===== config.mk =====
export PLATFORM = sky130hd
export DESIGN_NAME = mrac_sm_ctrl
export DESIGN_NICKNAME = d
export VERILOG_FILES = /design/src/rtl/mrac_sm_pkg.sv /design/src/rtl/mrac_sm_ctrl.sv
export SDC_FILE = /design/constraint.sdc
export NUM_CORES = 1
export LEC_CHECK = 0
export BUFFER_PORTS_ARGS = -buffer_cell sky130_fd_sc_hd__buf_2
export CELL_PAD_IN_SITES_DETAIL_PLACEMENT = 1
export CELL_PAD_IN_SITES_GLOBAL_PLACEMENT = 2
export CORE_ASPECT_RATIO = 1.75
export CORE_MARGIN = 2
export CORE_UTILIZATION = 30
export CTS_BUF_LIST = sky130_fd_sc_hd__clkbuf_4
export DETAILED_ROUTE_END_ITERATION = 10
export PLACE_DENSITY_LB_ADDON = 0.3
export RECOVER_POWER = 25
export SYNTH_ARGS = -nofsm -noshare
export SYNTH_HDL_FRONTEND = slang
export SYNTH_SLANG_ARGS = --single-unit

===== constraint.sdc =====
create_clock -name clk_i -period 2.8 [get_ports clk_i]
set_input_delay 0.14 -clock clk_i [delete_from_list [all_inputs] [get_ports clk_i]]
set_output_delay 0.14 -clock clk_i [all_outputs]
set_load 0.02 [all_outputs]

===== src/rtl/mrac_sm_pkg.sv =====
package mrac_sm_pkg;

  // Three adaptive gains per joint: position, velocity and reference terms.
  localparam int unsigned NumTerms = 3;
  localparam int unsigned TermW    = 2;
  localparam int unsigned JointW   = 3;
  localparam int unsigned SigW     = 32;
  localparam int unsigned GainW    = 32;

  // Configuration port.
  localparam int unsigned CfgIdxW  = 2;
  localparam int unsigned CfgDataW = 31;

  typedef enum logic [CfgIdxW-1:0] {
    CfgJointCount = 2'd0,
    CfgAdaptGain  = 2'd1,
    CfgLeakRate   = 2'd2,
    CfgGainLimit  = 2'd3
  } cfg_idx_e;

  // Sequencer steps, one-hot.
  typedef enum logic [7:0] {
    SIdle = 8'b0000_0001,
    SEphi = 8'b0000_0010,
    SQlo  = 8'b0000_0100,
    SQhi  = 8'b0000_1000,
    SLeak = 8'b0001_0000,
    SUpd  = 8'b0010_0000,
    SWb   = 8'b0100_0000,
    SOut  = 8'b1000_0000
  } state_e;

  typedef struct packed {
    logic [JointW-1:0]      joint;
    logic signed [SigW-1:0] position;
    logic signed [SigW-1:0] velocity;
    logic signed [SigW-1:0] reference;
  } in_word_t;

  typedef struct packed {
    logic [JointW-1:0]      joint_out;
    logic signed [SigW-1:0] adaptive_drive;
    logic                   status;
    logic                   saturated;
  } out_word_t;

  // Sequencer to datapath control.
  typedef struct packed {
    state_e           step;
    logic             load;
    logic [TermW-1:0] term;
    logic             acc_pend;
    logic             out_load;
  } ctl_t;

endpackage


===== src/rtl/mrac_sm_ctrl.sv =====
module mrac_sm_ctrl import mrac_sm_pkg::*; #(
  parameter int unsigned MaxJoints = 8,
  localparam int unsigned Depth = MaxJoints * NumTerms,
  localparam int unsigned AddrW = (Depth > 1) ? $clog2(Depth) : 1
) (
  input  logic              clk_i,
  input  logic              rst_ni,
  input  logic              in_valid_i,
  input  logic [JointW-1:0] in_joint_i,
  output logic              in_ready_o,
  input  logic              out_ready_i,
  output logic              out_valid_o,
  input  logic [3:0]        joint_count_i,
  input  logic              clear_gains_i,
  output ctl_t              ctl_o,
  output logic [AddrW-1:0]  ram_addr_o,
  output logic              ram_we_o,
  output logic              ram_re_o,
  output logic              gain_valid_o,
  output logic [JointW-1:0] joint_o,
  output logic              bad_o
);

  localparam int unsigned RowW = (MaxJoints > 1) ? $clog2(MaxJoints) : 1;
  localparam logic [TermW-1:0] LastTerm = TermW'(NumTerms - 1);

  state_e              state_q, state_d;
  logic [TermW-1:0]    term_q, term_d;
  logic [JointW-1:0]   joint_q, joint_d;
  logic                bad_q, bad_d;
  logic                acc_pend_q;
  logic                out_valid_q, out_valid_d;
  logic [MaxJoints-1:0] valid_q, valid_d;
  logic                rd_valid_q;
  logic [RowW-1:0]     row;
  logic                accept;
  logic                in_ok;
  logic                out_load;

  assign in_ok  = ({1'b0, in_joint_i} < joint_count_i) && (int'(in_joint_i) < MaxJoints);
  assign accept = in_valid_i && (state_q == SIdle);
  assign row    = RowW'(joint_q);
  assign out_load = (state_q == SOut) && (!out_valid_q || out_ready_i);

  always_comb begin
    state_d = state_q;
    term_d  = term_q;
    joint_d = joint_q;
    bad_d   = bad_q;
    case (state_q)
      SIdle: begin
        if (accept) begin
          joint_d = in_joint_i;
          bad_d   = !in_ok;
          term_d  = '0;
          state_d = in_ok ? SEphi : SOut;
        end
      end
      SEphi: state_d = SQlo;
      SQlo:  state_d = SQhi;
      SQhi:  state_d = SLeak;
      SLeak: state_d = SUpd;
      SUpd:  state_d = SWb;
      SWb: begin
        if (term_q == LastTerm) begin
          state_d = SOut;
        end else begin
          term_d  = term_q + 1'b1;
          state_d = SEphi;
        end
      end
      SOut: begin
        if (out_load) begin
          state_d = SIdle;
        end
      end
      default: state_d = SIdle;
    endcase
  end

  always_comb begin
    out_valid_d = out_valid_q;
    if (out_valid_q && out_ready_i) begin
      out_valid_d = 1'b0;
    end
    if (out_load) begin
      out_valid_d = 1'b1;
    end
  end

  // A row becomes valid once all of its gains have been written back.
  always_comb begin
    valid_d = valid_q;
    if (clear_gains_i) begin
      valid_d = '0;
    end else if ((state_q == SWb) && (term_q == LastTerm)) begin
      valid_d[row] = 1'b1;
    end
  end

  always_ff @(posedge clk_i or negedge rst_ni) begin
    if (!rst_ni) begin
      state_q     <= SIdle;
      term_q      <= '0;
      joint_q     <= '0;
      bad_q       <= 1'b0;
      acc_pend_q  <= 1'b0;
      out_valid_q <= 1'b0;
      valid_q     <= '0;
      rd_valid_q  <= 1'b0;
    end else begin
      state_q     <= state_d;
      term_q      <= term_d;
      joint_q     <= joint_d;
      bad_q       <= bad_d;
      acc_pend_q  <= (state_q == SWb);
      out_valid_q <= out_valid_d;
      valid_q     <= valid_d;
      if (state_q == SEphi) begin
        rd_valid_q <= valid_q[row];
      end
    end
  end

  assign ram_addr_o = AddrW'(int'(joint_q) * int'(NumTerms) + int'(term_q));
  assign ram_re_o   = (state_q == SEphi);
  assign ram_we_o   = (state_q == SWb);

  assign ctl_o.step     = state_q;
  assign ctl_o.load     = accept;
  assign ctl_o.term     = term_q;
  assign ctl_o.acc_pend = acc_pend_q;
  assign ctl_o.out_load = out_load;

  assign in_ready_o   = (state_q == SIdle);
  assign out_valid_o  = out_valid_q;
  assign gain_valid_o = rd_valid_q;
  assign joint_o      = joint_q;
  assign bad_o        = bad_q;

endmodule


==> impl_metrics.py <==
metrics = {
    "clocking": {
        "cts_inserted_buffers": 3,
        "cts_max_level": 1,
        "postCtsResizedCells": 0,
        "cts_tree": "built",
        "clk_pin_slew_ps": 140,
        "clockBufferDepth": 2,
        "clock_latency_ps": 320,
        "clockRootBuffer": "clkbuf_4",
        "cts_sinks": 25,
    },
    "sta": {
        "rsz0062_at_grt": "no",
        "fin_skew_ps": 4.669,
        "post-route-period-util": 0.9224,
        "tightestPinTransition_ps": 1479,
        "hold_violations": 0,
        "hold_slack_ps": 57.27,
        "setup_viol_count_final": 0,
        "fin_crit_ps": 2583,
        "max-slew-margin-rel": 0.01367,
        "tns_ps": 0,
        "fmaxAchievable_ghz": 0.3872,
        "finalMaxSlewViolations": 0,
    },
    "die": {
        "std_cell_rows": 34,
        "die_y_um": 97.67,
        "initial_core_util": 0.3074,
        "fp.dieArea_um2": 5618,
        "io_pins": 39,
        "die_w_um": 57.52,
        "core_um2": 4892,
    },
    "min_path": {
        "hold_start": "in_joint_i[2]",
        "whs_endpoint": "joint_o[2]",
        "hold_depth": 2,
        "min_path_type": "input port to flop",
    },
    "yosys": {
        "synth_common_cells": "dfrtp_1 (24), nor2_1 (18), inv_1 (13), ha_1 (11), a21oi_1 (10)",
        "syn_inst": 143,
        "ys_ff_latch": 25,
        "synth_top_area_frac": 0.3993,
        "synthDistinctLibCells": 43,
        "yosysWarnings": 0,
        "synthArstFlopShare": 1.000,
        "synth-edff-count": 0,
        "ys_seq_area_frac": 0.4168,
        "synth_top_cell_by_area": "dfrtp_1",
        "avgSynthCellArea_um2": 10.52,
        "synth_nets": 168,
        "synth.most_common_cell": "dfrtp_1",
        "synth_area_um2": 1504,
        "synth_top_flop_cell": "dfrtp_1",
        "synth_area_leaders": "dfrtp_1 (40%), ha_1 (9.2%), nor2_1 (4.5%)",
    },
    "global_route": {
        "grtUsageTotal": 0.1514,
        "grt_pass1_vias": 1371,
        "overflow": 0,
        "grt_busiest_layer": "met2",
        "grt_use_met2": 0.3059,
        "met1_usage": 0.1441,
        "grt_max_degree": 26,
        "antenna_found_initial": 0,
        "gr-usage-met3": 0.01864,
        "grt_pass1_wl_mm": 6.575,
    },
    "layout": {
        "drive_gt1_frac": 0.3132,
        "area_delta_synth_final_pct": 17.97,
        "num-fill-cells": 582,
        "final_cells": 236,
        "nets": 208,
        "antennaDiodeCount": 0,
    },
    "route": {
        "ant_nets": 0,
        "drt-pass1-iter-count": 4,
        "vias_per_cell": 5.212,
        "wl_per_cell_um": 17.31,
        "vias": 1230,
        "drt_iter0_markers": 14,
        "drt-total-wl_mm": 4.084,
        "drc": 0,
    },
    "worst_setup_path": {
        "arrival_ps": 2440,
        "rr_endpoint": "joint_o[0]",
        "rr_worst_depth": 4,
        "reg2reg_slack_ps": 880,
        "start_kind": "flop",
        "r2r_start": "state_q[3]",
        "worstPathRequired_ps": 2660,
        "endpoint_kind": "output pin",
        "critPathKind": "flop to output pin",
        "critical_path.max_fanout": 7,
    },
    "placed_design": {
        "routabilityCongestion": 0.7475,
        "dp_cells": 231,
        "port_buffers": 38,
        "dpl.hpwl_mm": 3.302,
    },
    "pwr": {
        "power_density_nw_per_um2": 936.5,
        "peakVddDrop_mv": 0.6417,
        "leakage_nw": 0.9504,
    },
    "run_status": {
        "status": "finished, final reports clean",
    },
    "job": {
        "max_cap_viol_count": 0,
    },
}
==> layout by cell type (no fill, tap or decap), types with 3 or more instances in the layout <==
master	instances
a21o_1	4
a21oi_1	10
buf_2	37
clkbuf_4	4
dfrtp_1	24
ha_1	11
inv_1	13
mux2_4	4
nand2b_1	5
nor2_1	18
nor2b_1	3
nor4_2	3
o21ai_1	4
==> final cells by class <==
class	instances	area (µm²)	area share
clock buffers	4	30.03	0.01693
inverters	14	52.55	0.02962
multi-input cells	100	798.3	0.4499
flip-flops and latches	25	626.9	0.3533
well taps	54	67.56	0.03808
repair buffers	39	198.9	0.1121
==> where the power goes <==
| group | internal [mW] | total [mW] | switching [mW] |
|---|---|---|---|
| logic | 0.370 | 0.945 | 0.575 |
| clock network | 0.0654 | 0.175 | 0.110 |
| registers | 0.427 | 0.542 | 0.114 |
==> kinds of logic after synthesis <==
group / after synthesis / synth area share
compound gates: 27 / 0.1090
xor+xnor: 2 / 0.01165
fa+ha+maj: 13 / 0.1181
buf+inv: 18 / 0.05241
flops: 25 / 0.4168
mux: 8 / 0.08403
simple gates: 50 / 0.2080
==> state kept, by name, indices dropped and copies added, names as in the netlist <==
| signal | count |
|---|---|
| bad_o | 1 |
| term_q | 2 |
| out_valid_o | 1 |
| valid_q | 8 |
| joint_o | 3 |
| state_q | 8 |
| acc_pend_q | 1 |
| gain_valid_o | 1 |
==> worst max path at each step <==
| stage | from | to | slack (ps) | cells past startpoint |
|---|---|---|---|---|
| 5_1_grt | joint_o[0] | ram_addr_o[3] | 9 | 8 |
| 3_5_place_dp | joint_o[0] | ram_addr_o[3] | 530 | 8 |
| 4_1_cts | joint_o[0] | ram_addr_o[3] | 170 | 8 |
| 3_3_place_gp | joint_o[0] | ram_addr_o[2] | 630 | 8 |
| 2_1_floorplan | joint_o[0] | ram_addr_o[3] | 490 | 7 |
| 6_report | joint_o[0] | ram_addr_o[3] | 220 | 8 |
==> worst max-delay path: stages (launching register included) <==
cell	delay, ps
dfrtp_1	550
inv_1	140
fa_1	460
inv_1	70
ha_1	170
inv_1	60
fa_1	370
xnor2_1	140
buf_2	180
==> metal layers <==
layer  part of all wire  wire length, µm
met1               0.35             1445
met4              0.017               70
met2               0.60             2438
met3              0.032              129
met5                  0                0
==> metrics by stage <==
stage                     instance area, µm²  utilization  power (mW)  setup slack [ps]
after CTS                               1775       0.3629       1.699             171.6
after global placement                  1735       0.3547       1.478             628.7
final                                   1774       0.3627       1.662             217.4
after detailed placement                1735       0.3547       1.511             532.8
after global routing                    1774       0.3627       1.799             9.149
after floorplan                         1504            -       1.206             490.5
==> what timing repair did <==
item,in CTS,in global routing
hold buffers,1,0
setup buffers,0,0
endpoints found under the hold margin,24,0
setup endpoints to repair,0,0
(Power assumes the default switching activity.)
