## src/rtl/mrac_sm_pkg.sv

```systemverilog
package mrac_sm_pkg;

  // Three adaptive gains per joint: position, velocity and reference terms.
  localparam int unsigned NumTerms = 3;
  localparam int unsigned TermW    = 2;
  localparam int unsigned JointW   = 3;
  localparam int unsigned SigW     = 32;
  localparam int unsigned GainW    = 32;

  // Configuration port.
  localparam int unsigned CfgIdxW  = 2;
  localparam int unsigned CfgDataW = 31;

  typedef enum logic [CfgIdxW-1:0] {
    CfgJointCount = 2'd0,
    CfgAdaptGain  = 2'd1,
    CfgLeakRate   = 2'd2,
    CfgGainLimit  = 2'd3
  } cfg_idx_e;

  // Sequencer steps, one-hot.
  typedef enum logic [7:0] {
    SIdle = 8'b0000_0001,
    SEphi = 8'b0000_0010,
    SQlo  = 8'b0000_0100,
    SQhi  = 8'b0000_1000,
    SLeak = 8'b0001_0000,
    SUpd  = 8'b0010_0000,
    SWb   = 8'b0100_0000,
    SOut  = 8'b1000_0000
  } state_e;

  typedef struct packed {
    logic [JointW-1:0]      joint;
    logic signed [SigW-1:0] position;
    logic signed [SigW-1:0] velocity;
    logic signed [SigW-1:0] reference;
  } in_word_t;

  typedef struct packed {
    logic [JointW-1:0]      joint_out;
    logic signed [SigW-1:0] adaptive_drive;
    logic                   status;
    logic                   saturated;
  } out_word_t;

  // Sequencer to datapath control.
  typedef struct packed {
    state_e           step;
    logic             load;
    logic [TermW-1:0] term;
    logic             acc_pend;
    logic             out_load;
  } ctl_t;

endpackage

```

## src/rtl/mrac_sm_dp.sv

```systemverilog
module mrac_sm_dp import mrac_sm_pkg::*; (
  input  logic                   clk_i,
  input  ctl_t                   ctl_i,
  input  in_word_t               in_word_i,
  input  logic [23:0]            adapt_gain_i,
  input  logic [15:0]            leak_rate_i,
  input  logic [30:0]            gain_limit_i,
  input  logic [GainW-1:0]       gain_rdata_i,
  input  logic                   gain_valid_i,
  output logic [GainW-1:0]       gain_wdata_o,
  output logic signed [SigW-1:0] drive_o,
  output logic                   saturated_o
);

  localparam int unsigned OpW   = 33;
  localparam int unsigned ProdW = 2 * OpW;
  localparam logic signed [49:0] DrvMax = 50'sd2147483647;
  localparam logic signed [49:0] DrvMin = -50'sd2147483648;

  logic signed [SigW-1:0]  phi_q [NumTerms];
  logic signed [OpW-1:0]   e_q;
  logic signed [ProdW-1:0] prod_q;
  logic signed [49:0]      q_q;
  logic [47:0]             adlo_q;
  logic signed [GainW-1:0] g_q;
  logic signed [58:0]      t_q;
  logic signed [GainW-1:0] nv_q;
  logic signed [ProdW-1:0] acc_q;

  logic signed [SigW-1:0]  phi_k;
  logic signed [OpW-1:0]   mul_a, mul_b;
  logic signed [ProdW-1:0] mul_p;
  logic signed [25:0]      q_hi;
  logic signed [73:0]      qg;
  logic signed [57:0]      adapt;
  logic signed [31:0]      leak;
  logic signed [59:0]      nv_full, lim_s, neg_lim_s, nv_clamp;
  logic signed [ProdW-1:0] sum;
  logic signed [49:0]      drive_full;

  assign phi_k = phi_q[ctl_i.term];
  assign q_hi  = q_q[49:24];

  // One shared multiplier, operands picked per step.
  always_comb begin
    mul_a = '0;
    mul_b = '0;
    case (ctl_i.step)
      SEphi: begin
        mul_a = e_q;
        mul_b = OpW'(phi_k);
      end
      SQlo: begin
        mul_a = {9'b0, prod_q[39:16]};
        mul_b = {9'b0, adapt_gain_i};
      end
      SQhi: begin
        mul_a = OpW'(q_hi);
        mul_b = {9'b0, adapt_gain_i};
      end
      SLeak: begin
        mul_a = {17'b0, leak_rate_i};
        mul_b = OpW'(g_q);
      end
      SWb: begin
        mul_a = OpW'(nv_q);
        mul_b = OpW'(phi_k);
      end
      default: begin
        mul_a = '0;
        mul_b = '0;
      end
    endcase
  end

  assign mul_p = mul_a * mul_b;

  // The full adaptation product is the high partial product shifted up plus the low one.
  assign qg    = {prod_q[49:0], 24'b0} + {26'b0, adlo_q};
  assign adapt = qg[73:16];

  assign leak      = prod_q[47:16];
  assign nv_full   = 60'(t_q) - 60'(leak);
  assign lim_s     = {29'b0, gain_limit_i};
  assign neg_lim_s = -lim_s;

  always_comb begin
    nv_clamp = nv_full;
    if (nv_full > lim_s) begin
      nv_clamp = lim_s;
    end
    if (nv_full < neg_lim_s) begin
      nv_clamp = neg_lim_s;
    end
  end

  always_ff @(posedge clk_i) begin
    prod_q <= mul_p;
    if (ctl_i.load) begin
      phi_q[0] <= in_word_i.position;
      phi_q[1] <= in_word_i.velocity;
      phi_q[2] <= in_word_i.reference;
      e_q      <= OpW'(in_word_i.position) - OpW'(in_word_i.reference);
      acc_q    <= '0;
    end else if (ctl_i.acc_pend) begin
      acc_q <= acc_q + prod_q;
    end
    if (ctl_i.step == SQlo) begin
      q_q <= prod_q[65:16];
      g_q <= gain_valid_i ? gain_rdata_i : '0;
    end
    if (ctl_i.step == SQhi) begin
      adlo_q <= prod_q[47:0];
    end
    if (ctl_i.step == SLeak) begin
      t_q <= 59'(g_q) - 59'(adapt);
    end
    if (ctl_i.step == SUpd) begin
      nv_q <= nv_clamp[31:0];
    end
  end

  assign gain_wdata_o = nv_q;

  // The last product may still be on its way into the accumulator.
  assign sum        = acc_q + (ctl_i.acc_pend ? prod_q : '0);
  assign drive_full = sum[65:16];

  always_comb begin
    saturated_o = 1'b0;
    drive_o     = drive_full[31:0];
    if (drive_full > DrvMax) begin
      drive_o     = DrvMax[31:0];
      saturated_o = 1'b1;
    end
    if (drive_full < DrvMin) begin
      drive_o     = DrvMin[31:0];
      saturated_o = 1'b1;
    end
  end

endmodule

```

## config.mk

```make
export PLATFORM = sky130hd
export DESIGN_NAME = mrac_sm_dp
export DESIGN_NICKNAME = d
export VERILOG_FILES = /design/src/rtl/mrac_sm_pkg.sv /design/src/rtl/mrac_sm_dp.sv
export SDC_FILE = /design/constraint.sdc
export NUM_CORES = 2
export LEC_CHECK = 0
export BUFFER_PORTS_ARGS = -buffer_cell sky130_fd_sc_hd__clkbuf_2
export CAP_MARGIN = 20
export CORE_ASPECT_RATIO = 0.75
export CORE_MARGIN = 2
export CORE_UTILIZATION = 45
export DETAILED_ROUTE_END_ITERATION = 12
export SETUP_SLACK_MARGIN = 0.2
export SLEW_MARGIN = 20
export SYNTH_ARGS = -nofsm -noshare
export SYNTH_HDL_FRONTEND = slang
export SYNTH_SLANG_ARGS = --single-unit
```

## constraint.sdc

```tcl
create_clock -name clk_i -period 16.81 [get_ports clk_i]
set_clock_uncertainty 0.2 [all_clocks]
set_input_delay 3.362 -clock clk_i [delete_from_list [all_inputs] [get_ports clk_i]]
set_output_delay 3.362 -clock clk_i [all_outputs]
set_load 0.1 [all_outputs]
```

==> impl_metrics.toml <==
[die]
dieWidth_um = 469
initial_utilization_pct = 45.2
std_cell_rows = 128
design.core.area_um2 = 162000
num_io_pins = 282
die-height_um = 353
die_area_um2 = 166000

[clocking]
tritoncts.num_buffers = 53
postCtsHoldBufs = 0
cts-root-buf = "sky130_fd_sc_hd__clkbuf_16"
resized_after_cts = 0
ctsHtreeMaxLevel = 2
cts_num_sinks = 442
insertion_delay_ns = 0.70
cts_tree = "yes"
cts_setup_buffers = 0
clock_tree.buffer_depth = 3
clk_transition_reported_paths_ns = 0.06

[route]
final_antenna_net_count = 0
post_route_wl_um = 274000
dr.pass1.iters = 8
vias = 60900
vias_per_cell = 5.83
drt_iter0_markers = 6740
routed_length_per_placed_instance_um = 26.2
drcViolationCount = 0

[power_and_ir_drop]
peakVddDrop_mv = 0.0825
share_comb_of_total_power_pct = 16.1
post-layout-total-power_mw = 2.91
power.leakage_nw = 37.7
seq_power_share_pct = 41.9
internal-power_mw = 2.00
clock_power_share_pct = 42.0
switching_power_uw = 919
switching_share_of_power_pct = 31.5
power_density_nw_per_um2 = 36.8

[grt]
grt_first_pass_wirelength_um = 401000
overflow = 0
grt_pass1_vias = 59000
number_of_antenna_violations_at_the_first_check_in_global_routing = 28
grt_usage_pct = 32.8
grt_start_max_net_pins = 75

[critical_path]
sort_of_element_at_the_start_of_the_critical_path = "input pin"
crit_end_element = "register"
cp_slowest_stage_delay_ns = 0.83
cell_with_the_largest_stage_delay_on_the_worst_path = "sky130_fd_sc_hd__a221o_1"
worst-setup-path-type = "in -> reg"
crit_path_frequent_cell = "sky130_fd_sc_hd__fa_1"
path_max_fanout = 43
critical_path_arrival_ns = 15.55
required_ns = 17.14

[flow_run]
max_capacitance_violation_count = 0

[placed_design]
placement.cell_area_um2 = 77400
hpwl_after_detailed_placement_um = 228000
io_buffers = 277
place_congestion = 1.02
place.detailed.instances = 10400

[timing]
post-route-min-period_ns = 15.22
slew-limit-headroom_pct = 20.3
timing.final.max_slew_violations = 0
finalSetupTns_ns = 0
worst-slew-pin-transition_ns = 1.20
achievable-frequency_mhz = 65.7
period_share_pct = 90.6
setup_viol_count_final = 0
rsz_0062_raised_after_global_routing = "false"
report.final.hold_viol_count = 0

[cells_and_area]
instances_no_fill = 10500
mostFrequentLayoutCell = "sky130_fd_sc_hd__inv_1"
layout.cells.most_common_list = "sky130_fd_sc_hd__inv_1, sky130_fd_sc_hd__fa_1, sky130_fd_sc_hd__nor2_1"
final_net_count = 10200
fillerInstances = 15400
syn2layout_area_growth_pct = 8.40
post-route-cell-area_um2 = 79200
share_of_layout_cells_above_drive_strength_1_pct = 8.10

[worst_hold_path]
worst_hold_path_type = "reg -> reg"

[yosys]
synth_top_flop_cell = "sky130_fd_sc_hd__edfxtp_1"
synth_async_sr_flop_share_pct = 0
synth.cell_area_um2 = 73100
synth_nets = 10100
synth-edff-count = 310
ys_seq_area_share_pct = 16.4
synth_cell_types = 98
ys.warnings.count = 0
number_of_instances_in_the_synthesized_netlist = 8100
avgSynthCellArea_um2 = 9.02
synth_seq_cells = 442

[status]
status = "finished, final reports clean"
==> per-stage QoR <==
stage / util [%] / setup WS, ns / hold WS [ns]
floorplan: - / 1.91 / 0.222
global placement: 47.8 / 1.35 / 0.298
detailed placement: 47.8 / 1.34 / 0.300
CTS: 48.9 / 1.98 / 0.308
global route: 49.0 / 1.18 / 0.335
finish: 49.0 / 1.59 / 0.310
==> final timing paths <==
kind | start | slack (ns) | cells past startpoint | to
worst max-delay path | ctl_i[9] | 1.59 | 36 | prod_q[64]
worst min-delay path | acc_q[43] | 0.31 | 2 | acc_q[43]
worst max register to register | phi_q[1][11] | 5.05 | 34 | prod_q[64]
worst min register to register | acc_q[43] | 0.31 | 2 | acc_q[43]
==> layer usage <==
| metal | share of wire, % | global-route usage (%) | up-vias |
|---|---|---|---|
| li1 | - | - | 26800 |
| met1 | 45 | 49.9 | 30700 |
| met2 | 39 | 44.0 | 3032 |
| met3 | 12 | 8.87 | 407 |
| met4 | 4.4 | 12.1 | 14 |
| met5 | 0.034 | 0 | - |
==> flip-flops by register name, summed over array words and instances, names as in the netlist <==
| name | count |
|---|---|
| phi_q | 96 |
| g_q | 32 |
| gain_wdata_o | 32 |
| t_q | 59 |
| e_q | 33 |
| prod_q | 66 |
| adlo_q | 32 |
| acc_q | 66 |
| q_q | 26 |
==> Yosys cell counts (16+ instances only) <==
cell / instances / area share (%)
sky130_fd_sc_hd__inv_1: 1332 / 6.8
sky130_fd_sc_hd__fa_1: 1151 / 32
sky130_fd_sc_hd__nor2_1: 922 / 4.7
sky130_fd_sc_hd__nand2_1: 773 / 4.0
sky130_fd_sc_hd__ha_1: 609 / 10
sky130_fd_sc_hd__a21oi_1: 397 / 2.7
sky130_fd_sc_hd__edfxtp_1: 310 / 13
sky130_fd_sc_hd__clkbuf_1: 289 / 1.5
sky130_fd_sc_hd__xnor2_1: 246 / 2.9
sky130_fd_sc_hd__a21o_1: 231 / 2.4
sky130_fd_sc_hd__o21ai_0: 202 / 1.4
sky130_fd_sc_hd__dfxtp_1: 132 / 3.6
sky130_fd_sc_hd__xor2_1: 118 / 1.4
sky130_fd_sc_hd__and2_1: 104 / 0.89
sky130_fd_sc_hd__nand3_1: 94 / 0.64
sky130_fd_sc_hd__mux2i_1: 79 / 1.1
sky130_fd_sc_hd__nor3_1: 79 / 0.54
sky130_fd_sc_hd__o21a_1: 64 / 0.66
sky130_fd_sc_hd__nand4_1: 63 / 0.54
sky130_fd_sc_hd__nor4_1: 59 / 0.51
sky130_fd_sc_hd__o21bai_1: 57 / 0.59
sky130_fd_sc_hd__nor2b_1: 56 / 0.48
sky130_fd_sc_hd__nand2b_1: 54 / 0.46
sky130_fd_sc_hd__and3_1: 50 / 0.43
sky130_fd_sc_hd__a211oi_1: 49 / 0.50
sky130_fd_sc_hd__a221o_1: 42 / 0.58
sky130_fd_sc_hd__a221oi_1: 42 / 0.50
sky130_fd_sc_hd__a22oi_1: 37 / 0.38
sky130_fd_sc_hd__a31oi_1: 37 / 0.32
sky130_fd_sc_hd__or3_1: 32 / 0.27
sky130_fd_sc_hd__a21oi_2: 30 / 0.36
sky130_fd_sc_hd__o22ai_1: 24 / 0.21
sky130_fd_sc_hd__or2_2: 21 / 0.18
sky130_fd_sc_hd__o211ai_1: 20 / 0.21
sky130_fd_sc_hd__buf_1: 19 / 0.098
sky130_fd_sc_hd__o21ai_1: 19 / 0.13
sky130_fd_sc_hd__o31ai_1: 16 / 0.16
==> cell type report <==
class | count | area, um^2 | share of cell area (%)
Multi-Input combinational cell | 6005 | 55200 | 69.7
Clock inverter | 42 | 454 | 0.574
Sequential cell | 442 | 12000 | 15.1
Timing Repair Buffer | 427 | 2530 | 3.20
Clock buffer | 57 | 1340 | 1.69
Tap cell | 2145 | 2680 | 3.39
Antenna cell | 7 | 17.5 | 0.0221
Inverter | 1333 | 5000 | 6.32
==> worst max-delay path, delay by kind of cell <==
kind,cells,cell delay [ns]
adder cells (fa/ha/maj),9,4.46
AO/OA/AOI/OAI,12,4.85
AND/OR/NAND/NOR,6,1.41
XOR/XNOR,1,0.17
buffers and inverters,8,1.21
==> kinds of logic (layout without fill, tap and decap cells) <==
family          after synthesis  count (layout)  synth area share [%]
compound gates             1427            1427                  13.2
flops                       442             442                  16.4
mux                          83              83                  1.14
other cells                   0               7                     0
xor+xnor                    364             364                  4.36
simple gates               2371            2371                  14.4
buf+inv                    1653            1859                  8.55
fa+ha+maj                  1760            1760                  42.0
==> power by group through the flow <==
stage	Sequential (mW)	Combinational, mW	Clock [mW]
3_5_place_dp	1.24	0.459	0
3_3_place_gp	1.24	0.455	0
4_1_cts	1.22	0.461	1.24
6_report	1.22	0.468	1.22
5_1_grt	1.22	0.493	1.28
2_1_floorplan	1.24	0.299	0
No activity file was read; power rests on OpenSTA's default activity.
