**src/rtl/mrac_sm_ram.sv**
```systemverilog
module mrac_sm_ram #(
  parameter int unsigned Width = 32,
  parameter int unsigned Depth = 24,
  localparam int unsigned AddrW = (Depth > 1) ? $clog2(Depth) : 1
) (
  input  logic             clk_i,
  input  logic [AddrW-1:0] addr_i,
  input  logic             we_i,
  input  logic             re_i,
  input  logic [Width-1:0] wdata_i,
  output logic [Width-1:0] rdata_o
);

  logic [Width-1:0] mem_q [Depth];
  logic [Width-1:0] rdata_q;

  always_ff @(posedge clk_i) begin
    if (we_i) begin
      mem_q[addr_i] <= wdata_i;
    end
    if (re_i) begin
      rdata_q <= mem_q[addr_i];
    end
  end

  assign rdata_o = rdata_q;

endmodule

```
**config.mk**
```make
export PLATFORM = sky130hd
export DESIGN_NAME = mrac_sm_ram
export DESIGN_NICKNAME = d
export VERILOG_FILES = /design/src/rtl/mrac_sm_ram.sv
export SDC_FILE = /design/constraint.sdc
export NUM_CORES = 1
export LEC_CHECK = 0
export BUFFER_PORTS_ARGS = -buffer_cell sky130_fd_sc_hd__buf_2
export CORE_ASPECT_RATIO = 0.8
export CORE_MARGIN = 4
export CORE_UTILIZATION = 35
export CTS_CLUSTER_DIAMETER = 80
export DETAILED_ROUTE_END_ITERATION = 12
export PLACE_DENSITY = 0.53
export SLEW_MARGIN = 25
export SYNTH_ARGS = -nofsm -noshare
export SYNTH_HDL_FRONTEND = slang
export SYNTH_SLANG_ARGS = --single-unit
```
**constraint.sdc**
```tcl
create_clock -name clk_i -period 3.3 [get_ports clk_i]
set_input_delay 0.165 -clock clk_i [delete_from_list [all_inputs] [get_ports clk_i]]
set_output_delay 0.165 -clock clk_i [all_outputs]
set_load 0.1 [all_outputs]
```
==> results of run 1 <==
==> worst reg2reg max path, delay by kind of cell, from the launching register on <==
family          cells  cell delay (ps)
mux                 1              190
simple gates        2              760
compound gates      1              100
flops               1              350
==> path summary, 6_finish.rpt <==
check            endpoint   startpoint  cells past startpoint  slack [ps]
min reg2reg    rdata_o[1]  mem_q[1][1]                      4         700
max           rdata_o[27]    addr_i[1]                      6        1110
min          mem_q[2][15]  wdata_i[15]                      1          30
max reg2reg    rdata_o[7]  mem_q[3][7]                      4        1610
==> cell usage in the layout (no fill, tap or decap), types with 32 or more instances in the layout <==
| cell | count |
|---|---|
| sky130_fd_sc_hd__a22oi_1 | 32 |
| sky130_fd_sc_hd__o22ai_1 | 98 |
| sky130_fd_sc_hd__clkbuf_16 | 82 |
| sky130_fd_sc_hd__nor4_1 | 32 |
| sky130_fd_sc_hd__buf_4 | 68 |
| sky130_fd_sc_hd__edfxtp_1 | 800 |
| sky130_fd_sc_hd__mux2i_1 | 256 |
| sky130_fd_sc_hd__buf_2 | 68 |
| sky130_fd_sc_hd__nand2_1 | 34 |
| sky130_fd_sc_hd__mux4_2 | 64 |
==> logic make-up after synthesis <==
logic type             after synthesis  share of synthesized area
multiplexers                       320                     0.1321
buffers and inverters               87                    0.01532
AND/OR/NAND/NOR                    110                    0.01916
AO/OA/AOI/OAI                      160                    0.04055
flip-flops                         800                     0.7928
==> cell type report <==
cell class / instances / share of cell area
clock buffer: 97 / 0.05976
multi-input combinational: 590 / 0.1706
clock inverter: 43 / 0.009895
timing repair buffer: 177 / 0.03873
antenna: 1 / 0.00007093
tap: 1127 / 0.03997
sequential: 800 / 0.6810
==> state kept, by name, indices dropped and copies added (netlist names) <==
name	flops
mem_q	768
rdata_o	32
==> per-layer routing <==
metal,part of all wire,GRT usage
met1,0.46,0.2380
met2,0.47,0.2639
met3,0.046,0.02605
met4,0.019,0.03849
met5,0,0
==> repair_timing <==
action	in CTS	in global routing
hold buffers	30	0
gates resized for setup	0	0
endpoints found under the hold margin	682	0
==> where the power goes <==
group	total [mW]	switching [mW]	internal, mW
logic	1.22	0.867	0.351
registers	11.4	0.0486	11.3
clock network	8.61	3.68	4.93
total	21.2	4.59	16.6
==> run_summary.xml, run 1 <==
<?xml version="1.0" encoding="UTF-8"?>
<metrics>
  <group name="outcome">
    <metric name="outcome" unit="">finished, final reports clean</metric>
  </group>
  <group name="synthesis">
    <metric name="synth_common_cells" unit="">sky130_fd_sc_hd__edfxtp_1, sky130_fd_sc_hd__mux2i_1, sky130_fd_sc_hd__o22ai_1</metric>
    <metric name="post_synth_instance_area" unit="um2">30300</metric>
    <metric name="synth_seq_cells" unit="">800</metric>
    <metric name="synth_cell_types" unit="">26</metric>
    <metric name="cell_type_with_the_largest_total_area_after_synthesis" unit="">sky130_fd_sc_hd__edfxtp_1</metric>
    <metric name="synth-edff-count" unit="">800</metric>
    <metric name="most_common_cell_in_the_netlist" unit="">sky130_fd_sc_hd__edfxtp_1</metric>
    <metric name="synth_flop_cell" unit="">sky130_fd_sc_hd__edfxtp_1</metric>
    <metric name="synth_top_area_frac" unit="">0.7928</metric>
    <metric name="synth.net_count" unit="">1517</metric>
    <metric name="post_synth_inst_count" unit="">1477</metric>
    <metric name="yosysWarningCount" unit="">0</metric>
    <metric name="synth_top_cells_by_area" unit="">sky130_fd_sc_hd__edfxtp_1, sky130_fd_sc_hd__mux2i_1, sky130_fd_sc_hd__mux4_2, sky130_fd_sc_hd__o22ai_1, sky130_fd_sc_hd__o22ai_2</metric>
    <metric name="synth-seq-area-share" unit="">0.7928</metric>
    <metric name="synth.avg_cell_area" unit="um2">20.51</metric>
    <metric name="postSynth.asyncResetShare" unit="">0</metric>
  </group>
  <group name="timing">
    <metric name="final_max_slew_viols" unit="">0</metric>
    <metric name="max_freq" unit="GHz">0.4560</metric>
    <metric name="min_period_over_period" unit="">0.6645</metric>
    <metric name="finalCriticalPeriod" unit="ps">2193</metric>
    <metric name="grt_setup_unrepaired" unit="">no</metric>
    <metric name="tightest_slew" unit="ps">908.8</metric>
    <metric name="setup_tns" unit="ps">0</metric>
    <metric name="hold_viol_final" unit="">0</metric>
    <metric name="hold-worst-slack" unit="ps">30.33</metric>
    <metric name="max-slew-margin-rel" unit="">0.3941</metric>
    <metric name="report.final.setup_viol" unit="">0</metric>
    <metric name="timing.final.ws_setup" unit="ps">1107</metric>
    <metric name="skew" unit="ps">17.84</metric>
  </group>
  <group name="placed_design">
    <metric name="dpl_cell_area" unit="um2">32520</metric>
    <metric name="gp_routability_congestion" unit="">0.7317</metric>
    <metric name="placedCellCount" unit="">2664</metric>
    <metric name="hpwlAfterDp" unit="um">42300</metric>
    <metric name="pre_cts_slack" unit="ps">606.0</metric>
    <metric name="portBuffers" unit="">71</metric>
  </group>
  <group name="clocking">
    <metric name="tritoncts_num_sinks" unit="">800</metric>
    <metric name="cts_tree" unit="">done</metric>
    <metric name="insertion_delay" unit="ps">620</metric>
    <metric name="max-clock-path-buffers" unit="">3</metric>
    <metric name="tritoncts.num_buffers" unit="">78</metric>
    <metric name="htreeDepth" unit="">3</metric>
    <metric name="cts-root-buf" unit="">sky130_fd_sc_hd__clkbuf_16</metric>
    <metric name="clk_pin_slew" unit="ps">60</metric>
    <metric name="postCtsSetupRepairBufs" unit="">0</metric>
  </group>
  <group name="detailed_routing">
    <metric name="avgViaCountPerCell" unit="">5.260</metric>
    <metric name="detail_route.wirelength" unit="um">75390</metric>
    <metric name="antenna_violating_nets_post_route" unit="">0</metric>
    <metric name="detail_route.first_pass.iterations" unit="">5</metric>
    <metric name="via_count" unit="">14910</metric>
    <metric name="drt-wirelength-per-cell" unit="um">26.59</metric>
    <metric name="drc" unit="">0</metric>
    <metric name="drt_iter0_drc" unit="">1147</metric>
  </group>
  <group name="final_layout">
    <metric name="drive_gt1_frac" unit="">0.2255</metric>
    <metric name="area.sequential" unit="um2">24020</metric>
    <metric name="fin_util" unit="">0.4113</metric>
    <metric name="nNetsFinal" unit="">1687</metric>
    <metric name="multi_input_area" unit="um2">6018</metric>
    <metric name="syn_to_final_growth" unit="%">16.43</metric>
    <metric name="instances_no_fill" unit="">2835</metric>
    <metric name="final_design_area_no_fill" unit="um2">35280</metric>
    <metric name="fillCellCount" unit="">7595</metric>
  </group>
  <group name="hold_path">
    <metric name="timing.hold.worst.class" unit="">input port to register</metric>
  </group>
  <group name="floorplan">
    <metric name="die_height" unit="um">271.2</metric>
    <metric name="placeableCoreArea" unit="um2">85760</metric>
    <metric name="design.die.area" unit="um2">91370</metric>
    <metric name="cell_rows" unit="">96</metric>
    <metric name="die_width" unit="um">337.0</metric>
    <metric name="ioPinCount" unit="">72</metric>
    <metric name="floorplan.initialDensity" unit="">0.3533</metric>
  </group>
  <group name="power_and_ir_drop">
    <metric name="power_per_cell_area" unit="nW/um2">601.6</metric>
    <metric name="design_power_total" unit="mW">21.22</metric>
    <metric name="leakagePower" unit="nW">11.77</metric>
    <metric name="power.ir.vdd_worst" unit="V">0.0003631</metric>
  </group>
  <group name="global_route">
    <metric name="antenna_found_initial" unit="">2</metric>
    <metric name="grt_pass1_vias" unit="">15310</metric>
    <metric name="grt_remaining_overflow" unit="">0</metric>
    <metric name="global_route.usage.total" unit="">0.1649</metric>
    <metric name="grt_first_pass_wirelength" unit="um">108400</metric>
    <metric name="grt_start_max_net_pins" unit="">85</metric>
  </group>
  <group name="setup_path">
    <metric name="worstPathBufferInverterCount" unit="">2</metric>
    <metric name="worst_path_dominant_cell_family" unit="">buffers and inverters</metric>
    <metric name="worstSetupPathType" unit="">input port to register</metric>
    <metric name="cp.required" unit="ps">3620</metric>
    <metric name="timing.critical_path.fanout_max" unit="">84</metric>
    <metric name="crit_chain" unit="">buf_8, buf_12, mux2i_1, o22ai_2, nor4_1, nand2_1</metric>
    <metric name="startpoint_type" unit="">input port</metric>
    <metric name="worst_ep_arrival_time" unit="ps">2510</metric>
    <metric name="critical_path.max_stage_delay" unit="ps">560</metric>
    <metric name="critical-path-slowest-cell" unit="">sky130_fd_sc_hd__nor4_1</metric>
    <metric name="critical_path.endpoint_type" unit="">register</metric>
  </group>
  <group name="run">
    <metric name="timing.max_cap.violations" unit="">0</metric>
  </group>
</metrics>
Note: power is estimated with default switching activity, not from simulation.
==> inputs of run 2 (changes only) <==
Settings changed: PLACE_DENSITY 0.53 to 0.54.
Clock period 3.3 ns to 1.9 ns, I/O delays scaled along.
==> run 2 against run 1 <==
- flip-flop and latch count stayed put
- hold slack improved by 280 ps
- setup slack got worse by 990 ps
- critical path depth down 1
- clock-buffer cell count rose by 3
- via count is 1.7% higher
- cell count is 3.0% higher
- die area is the same
- power rose by 77%
- critical path type is now register to register
- routed wire length fell by 0.67%
- non-clock buffer count increased by 81
- first-iteration DRC count is 19% higher
==> run_summary.xml, run 2 (same netlist as run 1, synthesis figures left out) <==
<?xml version="1.0" encoding="UTF-8"?>
<metrics>
  <group name="clocking">
    <metric name="cts_tree" unit="">done</metric>
    <metric name="tritoncts_num_sinks" unit="">800</metric>
    <metric name="htreeDepth" unit="">3</metric>
    <metric name="tritoncts.num_buffers" unit="">80</metric>
    <metric name="postCtsSetupRepairBufs" unit="">0</metric>
    <metric name="clk_pin_slew" unit="ps">60</metric>
    <metric name="max-clock-path-buffers" unit="">3</metric>
    <metric name="insertion_delay" unit="ps">620</metric>
    <metric name="cts-root-buf" unit="">sky130_fd_sc_hd__clkbuf_16</metric>
  </group>
  <group name="setup_path">
    <metric name="r2r_end" unit="">rdata_o[10]</metric>
    <metric name="critical_path.max_stage_delay" unit="ps">560</metric>
    <metric name="worstSetupPathType" unit="">register to register</metric>
    <metric name="crit_chain" unit="">mux2i_1, o22ai_2, nor4_1, buf_4, nand2_1</metric>
    <metric name="worstSetupStartpoint" unit="">mem_q[3][10]</metric>
    <metric name="startpoint_type" unit="">register</metric>
    <metric name="critPathCapture" unit="">rdata_o[10]</metric>
    <metric name="worst_ep_arrival_time" unit="ps">2150</metric>
    <metric name="timing.critical_path.fanout_max" unit="">1</metric>
    <metric name="critical-path-slowest-cell" unit="">sky130_fd_sc_hd__nor4_1</metric>
    <metric name="reg2reg_slack" unit="ps">120</metric>
    <metric name="worst_flop_to_flop_path_startpoint" unit="">mem_q[3][10]</metric>
    <metric name="critical_path.endpoint_type" unit="">register</metric>
    <metric name="number_of_cell_instances_on_the_worst_register_to_register_path" unit="">5</metric>
    <metric name="cp.required" unit="ps">2270</metric>
  </group>
  <group name="power_and_ir_drop">
    <metric name="power.ir.vdd_worst" unit="V">0.0006910</metric>
    <metric name="leakagePower" unit="nW">12.40</metric>
    <metric name="design_power_total" unit="mW">37.62</metric>
    <metric name="power_per_cell_area" unit="nW/um2">1024</metric>
  </group>
  <group name="detailed_routing">
    <metric name="detail_route.first_pass.iterations" unit="">5</metric>
    <metric name="wl_met2" unit="um">33860</metric>
    <metric name="detail_route.wirelength" unit="um">74890</metric>
    <metric name="drt-wirelength-per-cell" unit="um">25.65</metric>
    <metric name="avgViaCountPerCell" unit="">5.194</metric>
    <metric name="metal3_wl" unit="um">5253</metric>
    <metric name="drt_iter0_drc" unit="">1366</metric>
    <metric name="maxUsedRoutingLayer" unit="">met5</metric>
    <metric name="drc" unit="">0</metric>
    <metric name="detail_route.wirelength.met1" unit="um">34340</metric>
    <metric name="antenna_violating_nets_post_route" unit="">0</metric>
    <metric name="via_count" unit="">15160</metric>
  </group>
  <group name="final_layout">
    <metric name="largest_register_ff_count" unit="">768</metric>
    <metric name="biggest_register" unit="">mem_q</metric>
    <metric name="layout.cells.most_common" unit="">sky130_fd_sc_hd__edfxtp_1</metric>
    <metric name="antenna-diode-count" unit="">0</metric>
    <metric name="nNetsFinal" unit="">1770</metric>
    <metric name="layout_common_cells" unit="">sky130_fd_sc_hd__edfxtp_1, sky130_fd_sc_hd__mux2i_1, sky130_fd_sc_hd__o22ai_1</metric>
    <metric name="fillCellCount" unit="">7445</metric>
    <metric name="syn_to_final_growth" unit="%">21.26</metric>
    <metric name="area.sequential" unit="um2">24020</metric>
    <metric name="multi_input_area" unit="um2">6018</metric>
    <metric name="drive_gt1_frac" unit="">0.2617</metric>
  </group>
  <group name="timing">
    <metric name="max-slew-margin-rel" unit="">0.5608</metric>
    <metric name="tightest_slew" unit="ps">652.8</metric>
    <metric name="final_max_slew_viols" unit="">0</metric>
    <metric name="finalCriticalPeriod" unit="ps">1780</metric>
    <metric name="skew" unit="ps">23.66</metric>
    <metric name="report.final.setup_viol" unit="">0</metric>
    <metric name="max_freq" unit="GHz">0.5617</metric>
    <metric name="min_period_over_period" unit="">0.9370</metric>
    <metric name="hold-worst-slack" unit="ps">313.7</metric>
    <metric name="grt_setup_unrepaired" unit="">no</metric>
    <metric name="hold_viol_final" unit="">0</metric>
    <metric name="timing.final.ws_setup" unit="ps">119.8</metric>
  </group>
  <group name="placed_design">
    <metric name="gp_routability_congestion" unit="">0.7544</metric>
    <metric name="hpwlAfterDp" unit="um">45230</metric>
    <metric name="pre_cts_slack" unit="ps">-163.6</metric>
    <metric name="portBuffers" unit="">71</metric>
  </group>
  <group name="floorplan">
    <metric name="cell_rows" unit="">96</metric>
    <metric name="placeableCoreArea" unit="um2">85760</metric>
    <metric name="ioPinCount" unit="">72</metric>
    <metric name="die_height" unit="um">271.2</metric>
    <metric name="design.die.area" unit="um2">91370</metric>
    <metric name="floorplan.initialDensity" unit="">0.3533</metric>
    <metric name="die_width" unit="um">337.0</metric>
  </group>
  <group name="global_route">
    <metric name="grt_remaining_overflow" unit="">0</metric>
    <metric name="grt_start_max_net_pins" unit="">37</metric>
    <metric name="grt_pass1_vias" unit="">15410</metric>
    <metric name="antenna_found_initial" unit="">5</metric>
    <metric name="global_route.usage.total" unit="">0.1647</metric>
    <metric name="grt_first_pass_wirelength" unit="um">109000</metric>
  </group>
  <group name="run">
    <metric name="timing.max_cap.violations" unit="">0</metric>
  </group>
  <group name="hold_path">
    <metric name="holdPathStages" unit="">5</metric>
    <metric name="timing.hold.worst.class" unit="">input port to register</metric>
  </group>
  <group name="outcome">
    <metric name="outcome" unit="">finished, final reports clean</metric>
  </group>
</metrics>
[run 2: cell count changes in the layout (fill, tap and decap cells not counted), sizes merged, moves of 2 or more]
cell	delta
dlygate4sd3	+3
clkbuf	+3
bufinv	+2
clkinvlp	+5
clkinv	-7
buf	+78
[run 2: timing repair]
item | 4_1_cts | 5_1_grt
gates resized for setup | 0 | 0
hold buffers | 33 | 0
setup endpoints to repair | 0 | 0
endpoints found under the hold margin | 776 | 0
[run 2: power breakdown]
group | switching, mW | internal [mW]
logic | 1.53 | 0.778
registers | 0.0818 | 19.7
clock network | 6.47 | 9.04
total | 8.08 | 29.5
[run 2: per-layer routing]
layer,track usage,vias up
met3,0.03876,101
li1,-,6641
met4,0.03656,6
met5,0,-
met1,0.2426,7938
met2,0.2495,476
[run 2: how the worst min path moves through the flow]
stage	from	end	slack, ps
floorplan	wdata_i[0]	mem_q[0][0]	190
global placement	wdata_i[29]	mem_q[18][29]	520
detailed placement	wdata_i[21]	mem_q[20][21]	540
CTS	addr_i[1]	rdata_o[28]	240
global route	addr_i[1]	rdata_o[28]	280
finish	addr_i[1]	rdata_o[28]	310
[run 2: worst max-delay path, delay by kind of cell (launching register included)]
family,cells,cell delay [ps]
mux,1,220
compound gates,1,130
flops,1,380
buf+inv,1,200
simple gates,2,600
[run 2: area by class of cell]
cell class	count	area share
clock buffers	100	0.05885
clock inverters	44	0.01141
multi-input cells	590	0.1638
flip-flops and latches	800	0.6538
well taps	1127	0.03838
repair buffers	258	0.07373
[run 2: stage by stage]
step	area (um2)	instances	util	TNS, ps
3_5_place_dp	33830	2742	0.3945	-1367
2_1_floorplan	30480	1477	-	-73190
3_3_place_gp	33830	2742	0.3945	-1356
6_report	36740	2919	0.4284	0
4_1_cts	36740	2919	0.4284	0
5_1_grt	36740	2919	0.4284	0
